===== src/sv/lr_pkg.sv =====
// shared types and constants for the line rasterizer
// no dependencies; used by lr_ctrl, lr_datapath and line_rasterizer_top

package lr_pkg;

    // screen defaults
    localparam int SCREEN_WIDTH_DEF  = 1024;
    localparam int SCREEN_HEIGHT_DEF = 1024;

    // pixels emitted per transaction at most
    localparam int MAX_PIXELS = 64;
    localparam int COUNT_W    = $clog2(MAX_PIXELS);

    // configuration register map
    localparam int CFG_ADDR_W = 1;
    localparam int CFG_DATA_W = 15;
    localparam logic [CFG_ADDR_W-1:0] CFG_BYTES_PER_PIXEL = 1'd0;
    localparam logic [CFG_ADDR_W-1:0] CFG_LINE_PITCH      = 1'd1;

    localparam logic [3:0]  BPP_RESET   = 4'd4;
    localparam logic [14:0] PITCH_RESET = 15'd4096;

    typedef enum logic [1:0] {
        ST_IDLE = 2'b01,
        ST_WALK = 2'b10
    } t_state;

    // controller to datapath
    typedef struct packed {
        logic load;  // capture a new line from the input transaction
        logic step;  // emit one pixel and advance the walker
    } t_cmd;

    // datapath to controller
    typedef struct packed {
        logic busy;      // a line walk is in progress
        logic out_free;  // output register can take a pixel this cycle
    } t_status;

endpackage


===== src/sv/line_rasterizer_top.sv =====
// line rasterizer: bresenham walk of one line, up to 64 pixels per input transaction
// an accepted transaction puts the controller into the walk state, where each step
// registers one pixel in the output register, one pixel per cycle while the output
// is not stalled; a stall holds the walk; the input stays blocked until 64 pixels are
// stepped or the line ends; reset is synchronous, active low: walker idle, output empty,
// bytes_per_pixel 4, line_pitch 4096; needs lr_pkg, lr_ctrl, lr_datapath

module line_rasterizer_top #(
    parameter int SCREEN_WIDTH  = lr_pkg::SCREEN_WIDTH_DEF,
    parameter int SCREEN_HEIGHT = lr_pkg::SCREEN_HEIGHT_DEF
) (
    input  logic                          i_clk,
    input  logic                          i_rst_n,
    // configuration write port
    input  logic                          i_cfg_we,
    input  logic [lr_pkg::CFG_ADDR_W-1:0] i_cfg_addr,
    input  logic [lr_pkg::CFG_DATA_W-1:0] i_cfg_data,
    // line input channel
    input  logic                          i_in_valid,
    output logic                          o_in_ready,
    input  logic signed [15:0]            i_start_x,
    input  logic signed [15:0]            i_start_y,
    input  logic signed [15:0]            i_end_x,
    input  logic signed [15:0]            i_end_y,
    // pixel output channel
    output logic                          o_out_valid,
    input  logic                          i_out_ready,
    output logic signed [15:0]            o_pixel_x,
    output logic signed [15:0]            o_pixel_y,
    output logic                          o_visible,
    output logic [23:0]                   o_byte_offset,
    output logic                          o_last
);

    lr_pkg::t_cmd    cmd;
    lr_pkg::t_status status;

    // controller: accepts a transaction in idle, then walks up to 64 pixels;
    // while a line is still unfinished the next transaction just continues it
    lr_ctrl u_ctrl (
        .i_clk      (i_clk),
        .i_rst_n    (i_rst_n),
        .i_in_valid (i_in_valid),
        .i_status   (status),
        .o_in_ready (o_in_ready),
        .o_cmd      (cmd)
    );

    // datapath: bresenham walker, screen clip, byte offset, output register
    // (the output register lets a new transaction in while the last pixel waits)
    lr_datapath #(
        .SCREEN_WIDTH  (SCREEN_WIDTH),
        .SCREEN_HEIGHT (SCREEN_HEIGHT)
    ) u_dp (
        .i_clk         (i_clk),
        .i_rst_n       (i_rst_n),
        .i_cfg_we      (i_cfg_we),
        .i_cfg_addr    (i_cfg_addr),
        .i_cfg_data    (i_cfg_data),
        .i_start_x     (i_start_x),
        .i_start_y     (i_start_y),
        .i_end_x       (i_end_x),
        .i_end_y       (i_end_y),
        .i_cmd         (cmd),
        .o_status      (status),
        .i_out_ready   (i_out_ready),
        .o_out_valid   (o_out_valid),
        .o_pixel_x     (o_pixel_x),
        .o_pixel_y     (o_pixel_y),
        .o_visible     (o_visible),
        .o_byte_offset (o_byte_offset),
        .o_last        (o_last)
    );

`ifndef SYNTHESIS
    // walker never steps in the cycle a transaction is taken
    a_no_step_on_accept: assert property (@(posedge i_clk) disable iff (!i_rst_n)
        !(o_in_ready && i_in_valid && cmd.step))
        else $error("walker stepped during input transaction");

    // a step needs a live line and room in the output register
    a_step_guarded: assert property (@(posedge i_clk) disable iff (!i_rst_n)
        cmd.step |-> (status.busy && status.out_free))
        else $error("step without busy line or free output");

    // a step always shows up as a valid pixel next cycle
    a_step_emits: assert property (@(posedge i_clk) disable iff (!i_rst_n)
        cmd.step |=> o_out_valid)
        else $error("stepped pixel not presented");

    // a new line is loaded only by an accepted transaction
    a_load_on_accept: assert property (@(posedge i_clk) disable iff (!i_rst_n)
        cmd.load |-> (o_in_ready && i_in_valid && !status.busy))
        else $error("line loaded outside input transaction");
`endif

endmodule


===== src/sv/lr_ctrl.sv =====
// controller for the line rasterizer: idle/walk state machine and pixel counter
// depends on lr_pkg

module lr_ctrl (
    input  logic            i_clk,
    input  logic            i_rst_n,
    input  logic            i_in_valid,
    input  lr_pkg::t_status i_status,
    output logic            o_in_ready,
    output lr_pkg::t_cmd    o_cmd
);

    lr_pkg::t_state r_state, n_state;
    logic [lr_pkg::COUNT_W-1:0] r_count, n_count;
    logic accept;

    assign o_in_ready = (r_state == lr_pkg::ST_IDLE);
    assign accept     = o_in_ready && i_in_valid;

    always_comb begin
        o_cmd.load = accept && !i_status.busy;
        o_cmd.step = (r_state == lr_pkg::ST_WALK) && i_status.busy && i_status.out_free;
    end

    always_comb begin
        n_state = r_state;
        n_count = r_count;
        unique case (r_state)
            lr_pkg::ST_IDLE: begin
                if (accept) begin
                    n_state = lr_pkg::ST_WALK;
                    n_count = '0;
                end
            end
            lr_pkg::ST_WALK: begin
                if (!i_status.busy) begin
                    n_state = lr_pkg::ST_IDLE;
                end else if (o_cmd.step) begin
                    n_count = r_count + 1'b1;
                    if (r_count == lr_pkg::COUNT_W'(lr_pkg::MAX_PIXELS - 1)) begin
                        n_state = lr_pkg::ST_IDLE;
                    end
                end
            end
            default: begin
                n_state = lr_pkg::ST_IDLE;
            end
        endcase
    end

    always_ff @(posedge i_clk) begin
        if (!i_rst_n) begin
            r_state <= lr_pkg::ST_IDLE;
            r_count <= '0;
        end else begin
            r_state <= n_state;
            r_count <= n_count;
        end
    end

endmodule


===== src/sv/lr_datapath.sv =====
// datapath for the line rasterizer: walker registers, error update, clip,
// offset multiply and output register; depends on lr_pkg

module lr_datapath #(
    parameter int SCREEN_WIDTH  = lr_pkg::SCREEN_WIDTH_DEF,
    parameter int SCREEN_HEIGHT = lr_pkg::SCREEN_HEIGHT_DEF
) (
    input  logic                          i_clk,
    input  logic                          i_rst_n,
    input  logic                          i_cfg_we,
    input  logic [lr_pkg::CFG_ADDR_W-1:0] i_cfg_addr,
    input  logic [lr_pkg::CFG_DATA_W-1:0] i_cfg_data,
    input  logic signed [15:0]            i_start_x,
    input  logic signed [15:0]            i_start_y,
    input  logic signed [15:0]            i_end_x,
    input  logic signed [15:0]            i_end_y,
    input  lr_pkg::t_cmd                  i_cmd,
    output lr_pkg::t_status               o_status,
    input  logic                          i_out_ready,
    output logic                          o_out_valid,
    output logic signed [15:0]            o_pixel_x,
    output logic signed [15:0]            o_pixel_y,
    output logic                          o_visible,
    output logic [23:0]                   o_byte_offset,
    output logic                          o_last
);

    // configuration
    logic [3:0]  r_bpp;
    logic [14:0] r_pitch;

    // walker state
    logic signed [15:0] r_cur_x, r_cur_y, r_tgt_x, r_tgt_y;
    logic signed [18:0] r_err;
    logic [16:0]        r_span_x, r_span_y;
    logic               r_dir_x_neg, r_dir_y_neg;
    logic               r_busy;

    // output register
    logic               r_out_valid;
    logic signed [15:0] r_px, r_py;
    logic               r_vis, r_last;
    logic [23:0]        r_off;

    // load path
    logic signed [16:0] dx, dy;
    logic [16:0]        ld_span_x, ld_span_y;

    // step path
    logic signed [19:0] e2, span_x_ext, span_y_ext;
    logic               move_x, move_y;
    logic signed [18:0] n_err;
    logic signed [15:0] n_cur_x, n_cur_y;
    logic               n_busy;
    logic               vis;
    logic [18:0]        prod_x;
    logic [29:0]        prod_y;
    logic [23:0]        off;

    always_ff @(posedge i_clk) begin
        if (!i_rst_n) begin
            r_bpp   <= lr_pkg::BPP_RESET;
            r_pitch <= lr_pkg::PITCH_RESET;
        end else if (i_cfg_we) begin
            unique case (i_cfg_addr)
                lr_pkg::CFG_BYTES_PER_PIXEL: r_bpp   <= i_cfg_data[3:0];
                lr_pkg::CFG_LINE_PITCH:      r_pitch <= i_cfg_data;
                default: ;
            endcase
        end
    end

    always_comb begin
        dx = {i_end_x[15], i_end_x} - {i_start_x[15], i_start_x};
        dy = {i_end_y[15], i_end_y} - {i_start_y[15], i_start_y};
        ld_span_x = dx[16] ? 17'(-dx) : 17'(dx);
        ld_span_y = dy[16] ? 17'(-dy) : 17'(dy);
    end

    always_comb begin
        e2         = {r_err, 1'b0};
        span_x_ext = $signed({3'b000, r_span_x});
        span_y_ext = $signed({3'b000, r_span_y});
        move_x     = e2 > -span_y_ext;
        move_y     = e2 < span_x_ext;
        n_err = r_err - (move_x ? $signed({2'b00, r_span_y}) : 19'sd0)
                      + (move_y ? $signed({2'b00, r_span_x}) : 19'sd0);
        n_cur_x = move_x ? (r_dir_x_neg ? r_cur_x - 16'sd1 : r_cur_x + 16'sd1) : r_cur_x;
        n_cur_y = move_y ? (r_dir_y_neg ? r_cur_y - 16'sd1 : r_cur_y + 16'sd1) : r_cur_y;
        n_busy  = !((n_cur_x == r_tgt_x) && (n_cur_y == r_tgt_y));
        vis = !r_cur_x[15] && (r_cur_x[14:0] < 15'(SCREEN_WIDTH))
           && !r_cur_y[15] && (r_cur_y[14:0] < 15'(SCREEN_HEIGHT));
        prod_x = r_cur_x[14:0] * r_bpp;
        prod_y = r_cur_y[14:0] * r_pitch;
        off    = vis ? 24'(31'(prod_x) + 31'(prod_y)) : 24'd0;
    end

    always_ff @(posedge i_clk) begin
        if (!i_rst_n) begin
            r_busy <= 1'b0;
        end else if (i_cmd.load) begin
            r_busy <= (i_start_x != i_end_x) || (i_start_y != i_end_y);
        end else if (i_cmd.step) begin
            r_busy <= n_busy;
        end
    end

    always_ff @(posedge i_clk) begin
        if (i_cmd.load) begin
            r_cur_x     <= i_start_x;
            r_cur_y     <= i_start_y;
            r_tgt_x     <= i_end_x;
            r_tgt_y     <= i_end_y;
            r_span_x    <= ld_span_x;
            r_span_y    <= ld_span_y;
            r_dir_x_neg <= !(i_end_x > i_start_x);
            r_dir_y_neg <= !(i_end_y > i_start_y);
            r_err       <= $signed({2'b00, ld_span_x}) - $signed({2'b00, ld_span_y});
        end else if (i_cmd.step) begin
            r_cur_x <= n_cur_x;
            r_cur_y <= n_cur_y;
            r_err   <= n_err;
        end
    end

    always_ff @(posedge i_clk) begin
        if (!i_rst_n) begin
            r_out_valid <= 1'b0;
        end else if (i_cmd.step) begin
            r_out_valid <= 1'b1;
        end else if (i_out_ready) begin
            r_out_valid <= 1'b0;
        end
    end

    always_ff @(posedge i_clk) begin
        if (i_cmd.step) begin
            r_px   <= r_cur_x;
            r_py   <= r_cur_y;
            r_vis  <= vis;
            r_off  <= off;
            r_last <= !n_busy;
        end
    end

    assign o_status.busy     = r_busy;
    assign o_status.out_free = !r_out_valid || i_out_ready;

    assign o_out_valid   = r_out_valid;
    assign o_pixel_x     = r_px;
    assign o_pixel_y     = r_py;
    assign o_visible     = r_vis;
    assign o_byte_offset = r_off;
    assign o_last        = r_last;

endmodule

===== config.mk =====
export PLATFORM = sky130hd
export DESIGN_NAME = line_rasterizer_top
export DESIGN_NICKNAME = d
export VERILOG_FILES = /design/src/sv/lr_pkg.sv /design/src/sv/line_rasterizer_top.sv /design/src/sv/lr_ctrl.sv /design/src/sv/lr_datapath.sv
export SDC_FILE = /design/constraint.sdc
export NUM_CORES = 1
export LEC_CHECK = 0
export BUFFER_PORTS_ARGS = -buffer_cell sky130_fd_sc_hd__buf_2
export CORE_ASPECT_RATIO = 0.7
export CORE_UTILIZATION = 38
export DETAILED_ROUTE_END_ITERATION = 10
export HOLD_SLACK_MARGIN = 0.03
export PLACE_DENSITY = 0.53
export SLEW_MARGIN = 5
export SYNTH_ARGS = -nofsm -noshare
export SYNTH_HDL_FRONTEND = slang
export SYNTH_SLANG_ARGS = --single-unit

===== constraint.sdc =====
create_clock -name i_clk -period 8 [get_ports i_clk]
set_clock_uncertainty 0.05 [all_clocks]
set_input_delay 1.6 -clock i_clk [delete_from_list [all_inputs] [get_ports i_clk]]
set_output_delay 1.6 -clock i_clk [all_outputs]
set_load 0.02 [all_outputs]

Yosys cells after proc, flatten, opt, wreduce, memory -nomap -nowiden
Cells that the tools add are included.
W data, S select, Z words.
{"block": "classes", "add_sub_neg": 14, "multipliers": 2, "n_lt_le_gt_ge": 6, "eq_ne": 12, "mux": 27, "n_bitwise": 1, "n_reduce_logical": 24}
{"op": "$mux W16", "count": 8}
{"op": "$mux W17", "count": 4}
{"op": "$mux W19", "count": 2}
{"op": "$neg A17 Y17", "count": 2}
{"op": "$sub A16 B16 Y17", "count": 2}
{"op": "$add A16 B2 Y16 const B", "count": 2}
{"op": "$eq A16 B16 Y1", "count": 2}
{"op": "$gt A16 B16 Y1", "count": 2}
{"op": "$ne A16 B16 Y1", "count": 2}
{"op": "$sub A16 B2 Y16 const B", "count": 2}
{"op": "$lt A15 B11 Y1 const B", "count": 2}
{"op": "$add A19 B24 Y24", "count": 1}
{"op": "$mul A15 B15 Y24", "count": 1}
{"op": "$gt A20 B20 Y1", "count": 1}
{"op": "$lt A20 B18 Y1", "count": 1}
{"op": "$neg A17 Y20", "count": 1}
{"op": "$add A19 B19 Y19", "count": 1}
{"op": "$mul A15 B4 Y19", "count": 1}
{"op": "$sub A19 B19 Y19", "count": 1}
{"op": "$mux W6", "count": 3}
{"op": "$sub A17 B17 Y18", "count": 1}
{"op": "$pmux W6 S2", "count": 1}
{"op": "$logic_and A1 B1 Y1", "count": 8}
{"op": "$mux W2", "count": 4}
{"op": "16 further kinds", "count": 31}
{"block": "totals", "reg_bits": 206, "in_bits": 85, "output_inout_bits": 60, "elab_cells": 106}

Logic depth before layout (Yosys ltp)
Gate-level depths: netlist (run 1).
{"block": "logic_depth", "ltp_word": 8, "ltp_mapped": 30, "ltp_nobuf": 28}

By module
A second synthesis (run 1) with hierarchy kept.
{"block": "unflattened", "cells_unflattened": 2633, "area_unflattened_um2": 24168.2}
{"mod": "lr_datapath", "n_inst": 1, "cells_per_inst": 2586, "area_each_um2": 23699.0, "seq_area_each_um2": 5735.5}
{"mod": "lr_ctrl", "n_inst": 1, "cells_per_inst": 47, "area_each_um2": 469.2, "seq_area_each_um2": 160.2}

Worst setup path before layout (run 1)
Ideal clock, no wire load.
{"block": "synth_path", "kind": "reg-to-reg", "from": "register u_dp.r_span_y[3]", "to": "register u_dp.r_err[17] (data pin)", "setup_time_ns": 0.254, "arrival_time_ns": 6.513, "path_slack_ns": 1.183, "path_stages_with_launch": 29, "n_path_buf": 3, "period_less_slack_ns": 6.817, "cell_sequence": "edfxtp_1 -> or3_1 -> nor4_1 -> nand3_1 -> nor4_1 -> ha_1 -> a21o_1 -> a21o_1 -> a21oi_1 -> o211ai_1 -> o211a_4 -> or2_1 -> buf_6 -> clkbuf_8 -> clkbuf_1 -> and2_1 -> fa_1 -> inv_1 -> ha_1 -> a21oi_1 -> o21bai_1 -> a31oi_1 -> o21ai_0 -> o41ai_2 -> o21ai_0 -> or4_1 -> a31oi_1 -> xnor2_1 -> a21o_1"}
{"block": "synth_via", "elab_chain_len": 7}
{"item": "start, declared", "line_no": "lr_datapath.sv:35", "rtl": "logic [16:0] r_span_x, r_span_y;"}
{"item": "start signal, assigned", "line_no": "lr_datapath.sv:115", "rtl": "r_span_y <= ld_span_y;"}
{"item": "$neg A17 Y20", "line_no": "lr_datapath.sv:84", "rtl": "move_x = e2 > -span_y_ext;"}
{"item": "$gt A20 B20 Y1", "line_no": "lr_datapath.sv:84"}
{"item": "$mux W17 *", "line_no": "lr_datapath.sv:86", "rtl": "n_err = r_err - (move_x ? $signed({2'b00, r_span_y}) : 19'sd0)"}
{"item": "$sub A19 B19 Y19 *", "line_no": "lr_datapath.sv:86"}
{"item": "$add A19 B19 Y19 *", "line_no": "lr_datapath.sv:87", "rtl": "+ (move_y ? $signed({2'b00, r_span_x}) : 19'sd0);"}
{"item": "$mux W19 *", "line_no": "lr_datapath.sv:119", "rtl": "end else if (i_cmd.step) begin"}
{"item": "$mux W19 *", "line_no": "lr_datapath.sv:109", "rtl": "if (i_cmd.load) begin"}
{"item": "end signal, assigned", "line_no": "lr_datapath.sv:118", "rtl": "r_err <= $signed({2'b00, ld_span_x}) - $signed({2'b00, ld_span_y});"}
{"item": "end signal, assigned", "line_no": "lr_datapath.sv:122", "rtl": "r_err <= n_err;"}
{"item": "end, declared", "line_no": "lr_datapath.sv:34", "rtl": "logic signed [18:0] r_err;"}
Mark *: on every way between the ends. The rest lies on a longest branch, timed or not. The select of a mux whose other input is x is not followed.
A chain may end at the register's enable or synchronous reset.

Worst setup path after layout (run 1)
Same ends and word-level chain as after synthesis.

==> impl_metrics.json, run 1 <==
{
  "run_status": "complete, but fails checks",
  "violations": "design-rule violations",
  "number_of_filler_instances_in_the_final_layout": 6161,
  "synth-seq-area-share": 0.246,
  "detail-route-antenna-nets": 0,
  "grt_util_all_layers": 0.236,
  "initial_antenna_violation_count": 3,
  "rsz0062_at_grt": "no",
  "synth_cell_type_count": 102,
  "leakagePower_uw": 0.0120,
  "cts_made_buffers": 26,
  "finalNonFillerCells": 3573,
  "first_global_vias": 19000,
  "wire_length_of_the_first_global_routing_pass_um": 114000,
  "synthXorXnorAreaFrac": 0.0697,
  "cts_tree": "yes",
  "synth.avg_cell_area_um2": 9.18,
  "cts.root.buffer_cell": "clkbuf_16",
  "std_cell_rows": 76,
  "number_of_cell_instances_on_the_worst_register_to_register_path": 27,
  "cp.arrival_ns": 7.82,
  "placement.setup.worst_slack_ns": 0.0583,
  "layout_setup_ws_ns": 0.461,
  "drtIter0Drc": 1599,
  "actual_transition_at_the_worst_max_transition_pin_ns": 0.975,
  "gpl_congestion": 0.972,
  "critPathMaxFanout": 7,
  "design.die.area_mm2": 0.0640,
  "synth-warning-count": 0,
  "detail_route.drc_violations": 7,
  "nNetsFinal": 3270,
  "postSynthCellCount": 2609,
  "vdd.ir_drop.worst_uv": 258,
  "detail_route.wirelength_um": 73700,
  "drv_slew": 0,
  "syn_area_mm2": 0.0239,
  "crit_path_to": "u_dp.r_err[17]",
  "setup.worst_path.start_class": "flip-flop",
  "hold_path_depth": 2,
  "die-width_um": 302,
  "synth-main-ff-cell": "edfxtp_1",
  "maxClockFrequency_ghz": 0.133,
  "synth_area_in_compound_gates": 0.120,
  "max_cap_violations": 0,
  "power_per_cell_area_mw_per_mm2": 355,
  "finalPower_uw": 9400,
  "layout-drive-gt1-share": 0.0951,
  "clock_path_buffers": 3,
  "synthMostInstantiatedCell": "inv_1",
  "hold_path.startpoint": "u_ctrl.r_count[5]",
  "synth.largest_area_cell": "edfxtp_1",
  "clock_tree.htree_level_count": 1,
  "synth_top_area_frac": 0.222,
  "routedWlPerCell_um": 20.6,
  "setup_tns_after_final_layout_ns": 0,
  "port_buffers": 144,
  "hold_slack_ns": 0.450,
  "viasPerCell": 5.36,
  "timing.slew.headroom": 0.347,
  "final_min_period_over_clock_period": 0.942,
  "synth_area_leaders": "edfxtp_1 22%, fa_1 20%, ha_1 11%, inv_1 6.4%, nand2_1 4.8%",
  "timing.final.hold_violations": 0,
  "detailedRoute.firstPassIterationCount": 8,
  "synth_simple_gate_area_share": 0.169,
  "timing_worst_setup_path_type": "reg -> reg",
  "detailroute.via_count": 19200,
  "synth_edf_count": 177,
  "crit-reg2reg-capture": "u_dp.r_err[17]",
  "initial_utilization": 0.387,
  "syn_nets": 3144,
  "final-setup-viol-count": 0,
  "synth_async_sr_flop_share": 0,
  "synthAdderAreaFrac": 0.309,
  "antenna_cells": 0,
  "clk_pin_slew_ns": 0.06,
  "synth_top_family_by_area": "adder cells",
  "placeableCoreArea_mm2": 0.0619,
  "dp_hpwl_um": 59700,
  "critical_path.startpoint": "u_dp.r_span_y[3]",
  "clk_latency_ns": 0.58,
  "numPlacedInstances": 3525,
  "cts_num_sinks": 206,
  "synth.cells.most_frequent": "409 x inv_1, 309 x nand2_1, 235 x fa_1, 215 x ha_1, 177 x edfxtp_1",
  "post_cts_hold_buffer_count": 0,
  "finalWorstPathRequiredPeriod_ns": 7.54,
  "cp-end-kind": "flip-flop",
  "grt.overflow.total": 0,
  "r2r_setup_slack_ns": 0.46,
  "holdCritPathClass": "reg -> reg",
  "largest_net_degree_at_the_start_of_global_routing": 66,
  "num_io_pins": 145,
  "die-height_um": 212,
  "synth.mux.area_fraction": 0.00685,
  "syn2layout_area_growth_pct": 10.5,
  "flip_flop_and_latch_count_after_synthesis": 206,
  "crit_path_required_time_ns": 8.28,
  "worstReg2RegStart": "u_dp.r_span_y[3]"
}
per-layer routing:
layer / track usage / part of all wire / up-vias
li1: - / - / 8929
met1: 0.372 / 0.50 / 9468
met2: 0.327 / 0.39 / 695
met3: 0.0498 / 0.092 / 65
met4: 0.0402 / 0.017 / 0
met5: 0 / 0 / -
power breakdown:
group / internal, uW / total, uW / switching, uW
Combinational: 2590 / 6390 / 3800
Clock: 693 / 1210 / 522
Sequential: 1460 / 1790 / 328
worst max-delay path: stages, from the launching register on:
cell	delay, ns
edfxtp_1	0.45
or3_1	0.47
nor4_2	0.33
nand3_1	0.28
nor4_1	0.30
ha_1	0.31
a21o_1	0.19
a21o_1	0.17
a21oi_1	0.14
o211ai_1	0.22
nor3_4	0.37
nor2_1	0.13
nor2_1	0.20
fa_1	0.45
inv_1	0.11
ha_1	0.24
a21o_1	0.17
a21oi_1	0.26
o21bai_1	0.13
a31oi_1	0.34
o21ai_0	0.32
o41ai_2	0.34
buf_4	0.18
o21ai_0	0.15
or4_1	0.46
a31oi_1	0.24
xnor2_1	0.11
a21o_1	0.18
state kept, by name, summed over array words and instances, names as in the netlist, 16 cells and up:
| signal | flops |
|---|---|
| u_dp.o_byte_offset | 24 |
| u_dp.o_pixel_x | 16 |
| u_dp.o_pixel_y | 16 |
| u_dp.r_cur_x | 16 |
| u_dp.r_cur_y | 16 |
| u_dp.r_err | 19 |
| u_dp.r_span_x | 17 |
| u_dp.r_span_y | 17 |
| u_dp.r_tgt_x | 16 |
| u_dp.r_tgt_y | 16 |
worst min-delay path by stage:
stage                          to
2_1_floorplan  u_dp.o_pixel_x[11]
3_3_place_gp    u_ctrl.r_count[5]
3_5_place_dp    u_ctrl.r_count[5]
4_1_cts         u_ctrl.r_count[5]
5_1_grt         u_ctrl.r_count[1]
6_report        u_ctrl.r_count[5]
per-stage QoR:
step            util  instance area, um2
2_1_floorplan      -               23900
5_1_grt        0.427               26500
6_report       0.427               26500
4_1_cts        0.427               26400
3_3_place_gp   0.413               25600
3_5_place_dp   0.413               25600
cells by family after synthesis:
| kind of cell | Yosys count |
|---|---|
| buffers and inverters | 491 |
| AOI/OAI and AO/OA | 429 |
| muxes | 16 |
| and+or+nand+nor | 828 |
| DFF | 206 |
| xor gates and xnor gates | 189 |
| adders and majority gates | 450 |
layout by cell type (no fill, tap or decap), types with 16 or more instances in the layout:
cell type,count
nand4_1,18
nand2b_1,18
o21bai_1,16
inv_1,408
ha_1,215
a21o_1,37
edfxtp_1,177
clkbuf_16,26
fa_1,235
a31oi_1,29
a21boi_0,21
buf_2,144
o21ai_0,73
nand3_1,43
a211oi_1,20
xor2_1,84
dfxtp_1,29
a21oi_1,118
nor2_1,141
o21a_1,16
and2_1,143
buf_4,34
nor3_1,48
nor2b_1,24
nand2_1,308
xnor2_1,104
cell type report:
class / instances / area, um2 / area share
Sequential cell: 206 / 5900 / 0.223
Timing Repair Buffer: 178 / 976 / 0.0369
Multi-Input combinational cell: 1912 / 16200 / 0.611
Tap cell: 819 / 1020 / 0.0387
Inverter: 411 / 1540 / 0.0584
Clock inverter: 17 / 178 / 0.00672
Clock buffer: 30 / 666 / 0.0252
what timing repair did:
| item | CTS | global route |
|---|---|---|
| buffers inserted | 0 | 1 |
| gates resized for setup | 0 | 1 |
| setup endpoints to repair | 0 | 1 |
No activity file was read; power rests on OpenSTA's default activity.
==> inputs of run 2 (changes only) <==
RECOVER_POWER = 50   (was default)
==> impl_metrics.json, run 2 (same netlist as run 1, synthesis figures left out) <==
{
  "placeableCoreArea_mm2": 0.0619,
  "cts.root.buffer_cell": "clkbuf_16",
  "actual_transition_at_the_worst_max_transition_pin_ns": 3.44,
  "drv_slew": 105,
  "wire_length_of_the_first_global_routing_pass_um": 114000,
  "seqCellArea_mm2": 0.00590,
  "first_global_vias": 19000,
  "layout-drive-gt1-share": 0.0556,
  "post_cts_hold_buffer_count": 0,
  "dp_hpwl_um": 59700,
  "largest_register_ffs": 24,
  "power_per_cell_area_mw_per_mm2": 357,
  "final-setup-viol-count": 0,
  "run_status": "complete, but fails checks",
  "design.die.area_mm2": 0.0640,
  "die-height_um": 212,
  "detailedRoute.firstPassIterationCount": 10,
  "detail-route-antenna-nets": 0,
  "syn2layout_area_growth_pct": 9.79,
  "crit_path_required_time_ns": 8.28,
  "leakagePower_uw": 0.0117,
  "cp-end-kind": "flip-flop",
  "timing.final.hold_violations": 0,
  "multi_input_comb_area_mm2": 0.0162,
  "most-common-layout-cells": "409 x inv_1, 308 x nand2_1, 235 x fa_1",
  "clock_tree.htree_level_count": 1,
  "finalWorstPathRequiredPeriod_ns": 7.51,
  "rsz0062_at_grt": "no",
  "placement.setup.worst_slack_ns": 0.0583,
  "vdd.ir_drop.worst_uv": 257,
  "clock_path_buffers": 3,
  "cts_num_sinks": 206,
  "num_io_pins": 145,
  "number_of_filler_instances_in_the_final_layout": 6209,
  "setup_tns_after_final_layout_ns": 0,
  "grt.overflow.total": 0,
  "largest_net_degree_at_the_start_of_global_routing": 66,
  "max_cap_violations": 2,
  "clk_pin_slew_ns": 0.07,
  "layout_setup_ws_ns": 0.485,
  "initial_antenna_violation_count": 3,
  "die-width_um": 302,
  "initial_utilization": 0.387,
  "final_min_period_over_clock_period": 0.939,
  "routedWlPerCell_um": 20.6,
  "nNetsFinal": 3270,
  "viasPerCell": 5.36,
  "critPathMaxFanout": 6,
  "timing_worst_setup_path_type": "reg -> reg",
  "gpl_congestion": 0.972,
  "drtIter0Drc": 1594,
  "holdCritPathClass": "reg -> reg",
  "violations": "design-rule violations, max-capacitance violations, max-slew violations",
  "detailroute.via_count": 19200,
  "most_common_cell_after_layout_fill_and_taps_aside": "inv_1",
  "cp.arrival_ns": 7.80,
  "timing.slew.headroom": -1.29,
  "clk_latency_ns": 0.58,
  "cts_tree": "yes",
  "setup.worst_path.start_class": "flip-flop",
  "std_cell_rows": 76,
  "cts_made_buffers": 26,
  "grt_util_all_layers": 0.236,
  "detail_route.wirelength_um": 73800,
  "port_buffers": 144,
  "maxClockFrequency_ghz": 0.133,
  "detail_route.drc_violations": 14
}
-- run 2: changes by cell type in the layout (fill, tap and decap cells not counted), sizes merged --
| cell | previous run | this run |
|---|---|---|
| clkinv | 13 | 12 |
| clkbuf | 30 | 138 |
| clkinvlp | 3 | 4 |
| diode | 0 | 1 |
| buf | 178 | 70 |
-- run 2: final cells by class --
class / instances / share of cell area
diodes: 1 / 0.0000952
clock buffers: 30 / 0.0253
clock inverters: 17 / 0.00676
inverters: 411 / 0.0587
multi-input cells: 1912 / 0.615
flip-flops and latches: 206 / 0.224
well taps: 819 / 0.0390
repair buffers: 178 / 0.0306
-- run 2: power by group --
part	internal (uW)	switching, uW
clock	693	519
sequential	1470	327
combinational	2580	3800
-- run 2: worst max-delay path, stage by stage, from the launching register on --
cell      delay (ns)
edfxtp_1        0.44
or3_1           0.47
nor4_2          0.33
nand3_1         0.27
nor4_1          0.30
ha_1            0.31
a21o_1          0.19
a21o_1          0.17
a21oi_1         0.14
o211ai_1        0.22
o211a_4         0.35
or2_1           0.25
and2_1          0.21
fa_1            0.50
inv_1           0.04
ha_1            0.32
a21oi_1         0.26
o21bai_1        0.13
a31oi_1         0.34
o21ai_0         0.31
o41ai_2         0.34
buf_4           0.18
o21ai_0         0.16
or4_1           0.46
a31oi_1         0.24
xnor2_1         0.11
a21o_1          0.18
-- run 2: what timing repair did --
item | 4_1_cts | 5_1_grt
hold endpoints to repair | 0 | 0
gates resized for setup | 0 | 1
endpoints found under the setup margin | 0 | 1
buffers inserted | 0 | 1
-- run 2: path summary, 6_finish.rpt --
| kind | depth (start not counted) | startpoint | slack, ns | end |
|---|---|---|---|---|
| setup / recovery | 26 | u_dp.r_span_y[3] | 0.49 | u_dp.r_err[17] |
| hold / removal | 2 | u_ctrl.r_count[5] | 0.45 | u_ctrl.r_count[5] |
| setup reg to reg | 26 | u_dp.r_span_y[3] | 0.49 | u_dp.r_err[17] |
| hold reg to reg | 2 | u_ctrl.r_count[5] | 0.45 | u_ctrl.r_count[5] |
-- run 2: layer usage --
layer | global-route usage | part of all wire
met5 | 0 | 0
met4 | 0.0402 | 0.016
met1 | 0.372 | 0.50
met3 | 0.0498 | 0.094
met2 | 0.327 | 0.39
-- run 2: stage by stage --
step                total power [uW]  cells  cell area, um2  utilization  hold WS [ns]
floorplan                       6410   2609           23900            -         0.402
global placement                7980   3525           25600        0.413         0.431
detailed placement              8050   3525           25600        0.413         0.437
CTS                             9340   3572           26400        0.427         0.446
global route                   10300   3573           26300        0.425         0.514
finish                          9380   3574           26300        0.425         0.453
